==> src/rtl/core/frame_arrival_predictor_core_defines.svh <==
// Assertion macros shared by the frame arrival predictor RTL.
`ifndef FRAME_ARRIVAL_PREDICTOR_CORE_DEFINES_SVH
`define FRAME_ARRIVAL_PREDICTOR_CORE_DEFINES_SVH

// Same-cycle implication, checked outside reset.
`define FAP_ASSERT_IMP(lbl, clk, rstn, ante, cons, msg) \
    lbl: assert property (@(posedge clk) disable iff (!(rstn)) (ante) |-> (cons)) \
        else $error(msg);

// Next-cycle implication, checked outside reset.
`define FAP_ASSERT_NXT(lbl, clk, rstn, ante, cons, msg) \
    lbl: assert property (@(posedge clk) disable iff (!(rstn)) (ante) |=> (cons)) \
        else $error(msg);

`endif

==> src/rtl/core/fap_pkg.sv <==
// Package: constants, codes and shared types of the frame arrival predictor.
`default_nettype none
package fap_pkg;
    localparam int RING_DEPTH_DEF = 30;
    localparam int TIME_BITS_DEF  = 48;
    localparam int IVL_W          = 20;
    localparam int THR_W          = 21;
    localparam int RATE_W         = 8;
    localparam int CFG_IDX_W      = 8;

    localparam logic [25:0] IDLE_LONG    = 26'd60000000;
    localparam logic [16:0] IDLE_SHORT   = 17'd100000;
    localparam logic [16:0] INTERVAL_CAP = 17'd100000;
    localparam logic [19:0] PERIOD_NUM   = 20'd1000000;
    localparam logic [20:0] THRESH_NUM   = 21'd2000000;
    localparam logic [19:0] INTERVAL_MAX = 20'd1000000;

    // floor(x / 5) = (x * DIV5_MUL) >> DIV5_SHIFT for x below 1024
    localparam logic [7:0] DIV5_MUL   = 8'd205;
    localparam int         DIV5_SHIFT = 10;

    localparam logic CMD_RECORD  = 1'b0;
    localparam logic CMD_PREDICT = 1'b1;

    localparam logic [CFG_IDX_W-1:0] REG_TARGET_RATE = 8'd0;
    localparam logic [CFG_IDX_W-1:0] REG_IDLE_MODE   = 8'd1;

    typedef struct packed {
        logic busy;
        logic done;
    } div_stat_t;
endpackage
`default_nettype wire

==> src/rtl/core/fap_div.sv <==
// Restoring divider, one quotient bit per cycle.
`default_nettype none
module fap_div #(
    parameter int NUM_W = fap_pkg::TIME_BITS_DEF,
    parameter int DEN_W = fap_pkg::IVL_W
) (
    input  wire logic             aclk,
    input  wire logic             aresetn,
    input  wire logic             start,
    input  wire logic [NUM_W-1:0] num,
    input  wire logic [DEN_W-1:0] den,
    output fap_pkg::div_stat_t    stat,
    output logic      [NUM_W-1:0] quot,
    output logic      [DEN_W-1:0] rem
);
    localparam int CNT_W = $clog2(NUM_W + 1);

    logic [CNT_W-1:0] cnt_reg, cnt_next;
    logic             done_reg, done_next;
    logic [NUM_W-1:0] num_reg, num_next;
    logic [DEN_W-1:0] rem_reg, rem_next;
    logic [DEN_W-1:0] den_reg, den_next;
    logic [DEN_W:0]   trial;
    logic             qbit;

    // one shift-subtract step
    always_comb begin
        trial     = {rem_reg, num_reg[NUM_W-1]};
        qbit      = (trial >= {1'b0, den_reg});
        cnt_next  = cnt_reg;
        done_next = 1'b0;
        num_next  = num_reg;
        rem_next  = rem_reg;
        den_next  = den_reg;
        if (start) begin
            cnt_next = CNT_W'(NUM_W);
            num_next = num;
            rem_next = '0;
            den_next = den;
        end else if (cnt_reg != '0) begin
            cnt_next = cnt_reg - 1'b1;
            num_next = {num_reg[NUM_W-2:0], qbit};
            rem_next = qbit ? DEN_W'(trial - {1'b0, den_reg}) : trial[DEN_W-1:0];
            done_next = (cnt_reg == CNT_W'(1));
        end
    end

    // hold control state
    always_ff @(posedge aclk) begin
        if (!aresetn) begin
            cnt_reg  <= '0;
            done_reg <= 1'b0;
        end else begin
            cnt_reg  <= cnt_next;
            done_reg <= done_next;
        end
    end

    // hold operands
    always_ff @(posedge aclk) begin
        num_reg <= num_next;
        rem_reg <= rem_next;
        den_reg <= den_next;
    end

    assign stat.busy = (cnt_reg != '0);
    assign stat.done = done_reg;
    assign quot      = num_reg;
    assign rem       = rem_reg;
endmodule
`default_nettype wire
==> config.mk <==
export PLATFORM = sky130hd
export DESIGN_NAME = fap_div
export DESIGN_NICKNAME = d
export VERILOG_FILES = /design/src/rtl/core/frame_arrival_predictor_core_defines.svh /design/src/rtl/core/fap_pkg.sv /design/src/rtl/core/fap_div.sv
export SDC_FILE = /design/constraint.sdc
export NUM_CORES = 1
export LEC_CHECK = 0
export BUFFER_PORTS_ARGS = -buffer_cell sky130_fd_sc_hd__buf_2
export CORE_MARGIN = 2
export CORE_UTILIZATION = 53
export DETAILED_ROUTE_END_ITERATION = 10
export GPL_ROUTABILITY_DRIVEN = 0
export HOLD_SLACK_MARGIN = 0.15
export PLACE_DENSITY = 0.8
export SLEW_MARGIN = 5
export SYNTH_ARGS = -nofsm -noshare
export SYNTH_HDL_FRONTEND = slang
export SYNTH_SLANG_ARGS = --single-unit
==> constraint.sdc <==
create_clock -name aclk -period 3.8 [get_ports aclk]
set_input_delay 0.95 -clock aclk [delete_from_list [all_inputs] [get_ports aclk]]
set_output_delay 0.95 -clock aclk [all_outputs]
set_load 0.02 [all_outputs]
Word level (Yosys, flattened, before mapping):

Index checks and enable logic that the tools add are counted.

* flip-flop bits (word level): 95
* bits of input ports: 71
* output and inout port bits: 70
* logic and storage cells: 21

* add/subtract/negate cells: 2
* magnitude comparators: 1
* eq/ne operators: 1
* muxes and demuxes: 5
* bitwise logic cells: 2
* reduce and logical (&&, ||, !) cells: 4

Operator list (count)
* $mux W48: 2
* $ge A21 B20 Y1: 1
* $mux W20: 1
* $sub A20 B20 Y20: 1
* $mux W6: 2
* $eq A6 B1 Y1 const B: 1
* $reduce_bool A6 Y1: 1
* $sub A6 B1 Y6 const B: 1
* $reduce_or A3 Y1: 1
* $not A1 Y1: 2
* $reduce_bool A2 Y1: 1
* $reduce_or A2 Y1: 1

Longest topological paths before layout:

* depth after elaboration: 3
* gate-level depth with buffers: 12
* gate-level depth less buffers: 10

Worst setup path before layout:

Ideal clock, no wire load.

* kind: in2reg
* start point: input start
* end point: register num_reg[0] (netlist: quot[0]) (enable)
* library setup time: 0.402 ns
* data arrival time: 2.604 ns
* data required time: 3.398 ns
* setup slack: 0.794 ns
* cell stages on the path: 4
* path buffers: 2
* cells stage by stage: clkbuf_1 -> clkbuf_1 -> nor2_1 -> inv_1

* cells in the longest elaborated chain, start to end: 1

RTL lines
* start: declaration: line fap_div.sv:9 `input wire logic start,`
* $reduce_bool A2 Y1 (no line)
* end signal: assignment: line fap_div.sv:61 `num_reg <= num_next;`
* end: declaration: line fap_div.sv:20 `logic [NUM_W-1:0] num_reg, num_next;`

Every way passes these cells.
A chain may end at the register's enable or synchronous reset.

==> results.md <==
- Share of cells above drive strength 1: 36.7%
- GRT Residual Overflow: 0
- Area leader, netlist: edfxtp_1
- Metal3 WL: 1000 µm
- Highest clock rate: 0.298 GHz
- Highest-delay cell along the critical path: and2_1
- Final Hold Fails: 0
- Crit path DAT: 2410 ps
- CTS resizes: 0
- Vias per cell: 5.64
- Crit Path Category: reg2out
- EDFF count, synth: 68
- Hpwl dp: 8810 µm
- Post-CTS Setup Bufs: 0
- Number of global-route vias before repair: 4037
- Routed WL per cell: 16.5 µm
- Mapped Cells: 455
- Synth cell types: 61
- Mapped Nets: 549
- Final setup viols: 0
- Die Span X: 102 µm
- Synth area leaders: edfxtp_1, dfxtp_1, mux2_2
- Finished Layout Cells: 720
- First-pass GRT wire length: 18800 µm
- Number of flip-flops in the largest register: 48
- Startpoint types: flop
- Total track usage: 23.0%
- Hold buffer count at cts: 0
- Highest metal used: met4
- Avg Cell Area, Syn: 11.2 µm²
- Hold Crit Class: reg2reg
- WL met1: 4860 µm
- Worst-margin pin slew: 965 ps
- P_leak: 0.00274 µW
- Core area: 9280 µm²
- Clock Path Buffers: 2
- CTS tree: built
- DRT Wirelength: 11900 µm
- Nets: 680
- Sequential fraction of the synthesis area: 50.5%
- Sink Count: 95
- Row Count: 35
- Outcome: finished clean
- Met2 WL: 5760 µm
- Largest net degree at the start of global routing: 55
- Initial DRC count: 267
- Area fraction of the dominant cell type after synthesis: 39.9%
- Initial antenna violation count: 0
- N_diodes: 0
- Setup Skew: 14.3 ps
- Slew HR: 35.6%
- Placed insts: 704
- Routed vias: 4061
- Die footprint: 10500 µm²
- Initial Util: 55.1%
- Ys async rst share: 0%
- Synth Register Bits: 95
- Worst-path clk slew: 100 ps
- CP cell instances: nor4_1 > and2_1 > inv_1 > buf_2
- Maxcap violations: 0
- Final setup TNS: 0 ps
- YS warnings: 0
- Final period utilization: 88.3%
- CP max FO: 13
- CP Capture Type: output port
- Max incr delay on CP: 590 ps
- Unrepaired setup endpoints after global routing: no
- Top FF cell, synth: edfxtp_1
- Most frequent cells in the layout: buf_2, edfxtp_1, mux2_2
- Io pins: 141
- Worst EP required: 2850 ps
- Port Buffer Count: 140
- Final Max Slew Viols: 0
- Crit path time final: 3360 ps
- PwrDens: 585 nW/µm²
- Syn-to-layout area delta: 20.0%
- Worst vdd ir: 0.000292 V
- Cell Area, Synth: 5120 µm²
- Die Y: 102 µm
- DRC Markers: 0
- CTS root buffer: clkbuf_8
- Commonest non-fill, non-tap cell in the layout: buf_2
- TritonCTS buffer count: 9
- Routed Antenna Nets: 0
- H-tree depth: 3
- Pre-antenna DRT Iters: 5
- Insertion delay to the later sink of the worst-skew pair: 360 ps
cell usage after synthesis (all sizes together) (2+ instances only):
cell type,number
a2111oi,2
a211o,2
a211oi,12
a21boi,3
a21o,6
a21oi,25
a311oi,2
a31oi,8
and3,6
buf,9
clkbuf,14
dfxtp,27
edfxtp,68
ha,22
inv,31
mux2,47
mux2i,10
nand2,23
nand2b,8
nand3,11
nand4,3
nor2,32
nor3,11
nor4,4
o211ai,2
o21a,5
o21ai,16
o22ai,3
o311ai,3
or2,2
or3,4
xnor2,13
xor2,4
cells by family (layout without fill, tap and decap cells):
group / count (synthesis) / after routing / share of synthesized area (%)
AO/OA/AOI/OAI: 97 / 97 / 13.2
XOR/XNOR: 17 / 17 / 2.91
adder cells (fa/ha/maj): 23 / 23 / 5.77
buffers and inverters: 54 / 190 / 4.33
flip-flops: 95 / 95 / 50.5
multiplexers: 57 / 57 / 12.3
AND/OR/NAND/NOR: 112 / 112 / 11.1
path summary, 6_finish.rpt:
path | from | end | slack (ps) | cells after the start
worst min-delay path | cnt_reg[4] | cnt_reg[4] | 500 | 2
worst max-delay path | cnt_reg[5] | stat[1] | 440 | 4
worst min register to register | cnt_reg[4] | cnt_reg[4] | 500 | 2
worst max register to register | cnt_reg[5] | quot[22] | 680 | 5
power by group:
part           total (µW)  switching (µW)  internal (µW)
Sequential           1460             129           1330
Combinational        1330             808            524
Clock                 804             361            442
Total                3590            1300           2290
final cells by class:
| type | instances | area (µm²) |
|---|---|---|
| clock buffers | 10 | 128 |
| fillers | 780 | 3140 |
| well taps | 129 | 161 |
| multi-input cells | 306 | 2310 |
| flip-flops and latches | 95 | 2580 |
| inverters | 31 | 116 |
| clock inverters | 6 | 115 |
| repair buffers | 143 | 726 |
worst max-delay path, delay by kind of cell (launching register included):
kind / cells / cell delay (ps)
simple gates: 2 / 1140
buf+inv: 2 / 550
flops: 1 / 350
metal layers:
layer | vias to the layer above | track usage, %
met5 | - | 0
met4 | 0 | 7.90
met3 | 29 | 7.18
met2 | 182 | 39.3
met1 | 1903 | 27.5
li1 | 1947 | -
per-stage QoR:
stage | utilization [%] | area [µm²] | power, µW | hold WS [ps] | setup slack, ps
2_1_floorplan | - | 5120 | 2410 | 453 | 794
3_3_place_gp | 63.5 | 5900 | 2750 | 470 | 726
3_5_place_dp | 63.5 | 5900 | 2800 | 490 | 736
4_1_cts | 66.1 | 6140 | 3610 | 504 | 451
5_1_grt | 66.1 | 6140 | 3780 | 537 | 344
6_report | 66.1 | 6140 | 3590 | 499 | 444
(Power assumes the default switching activity.)
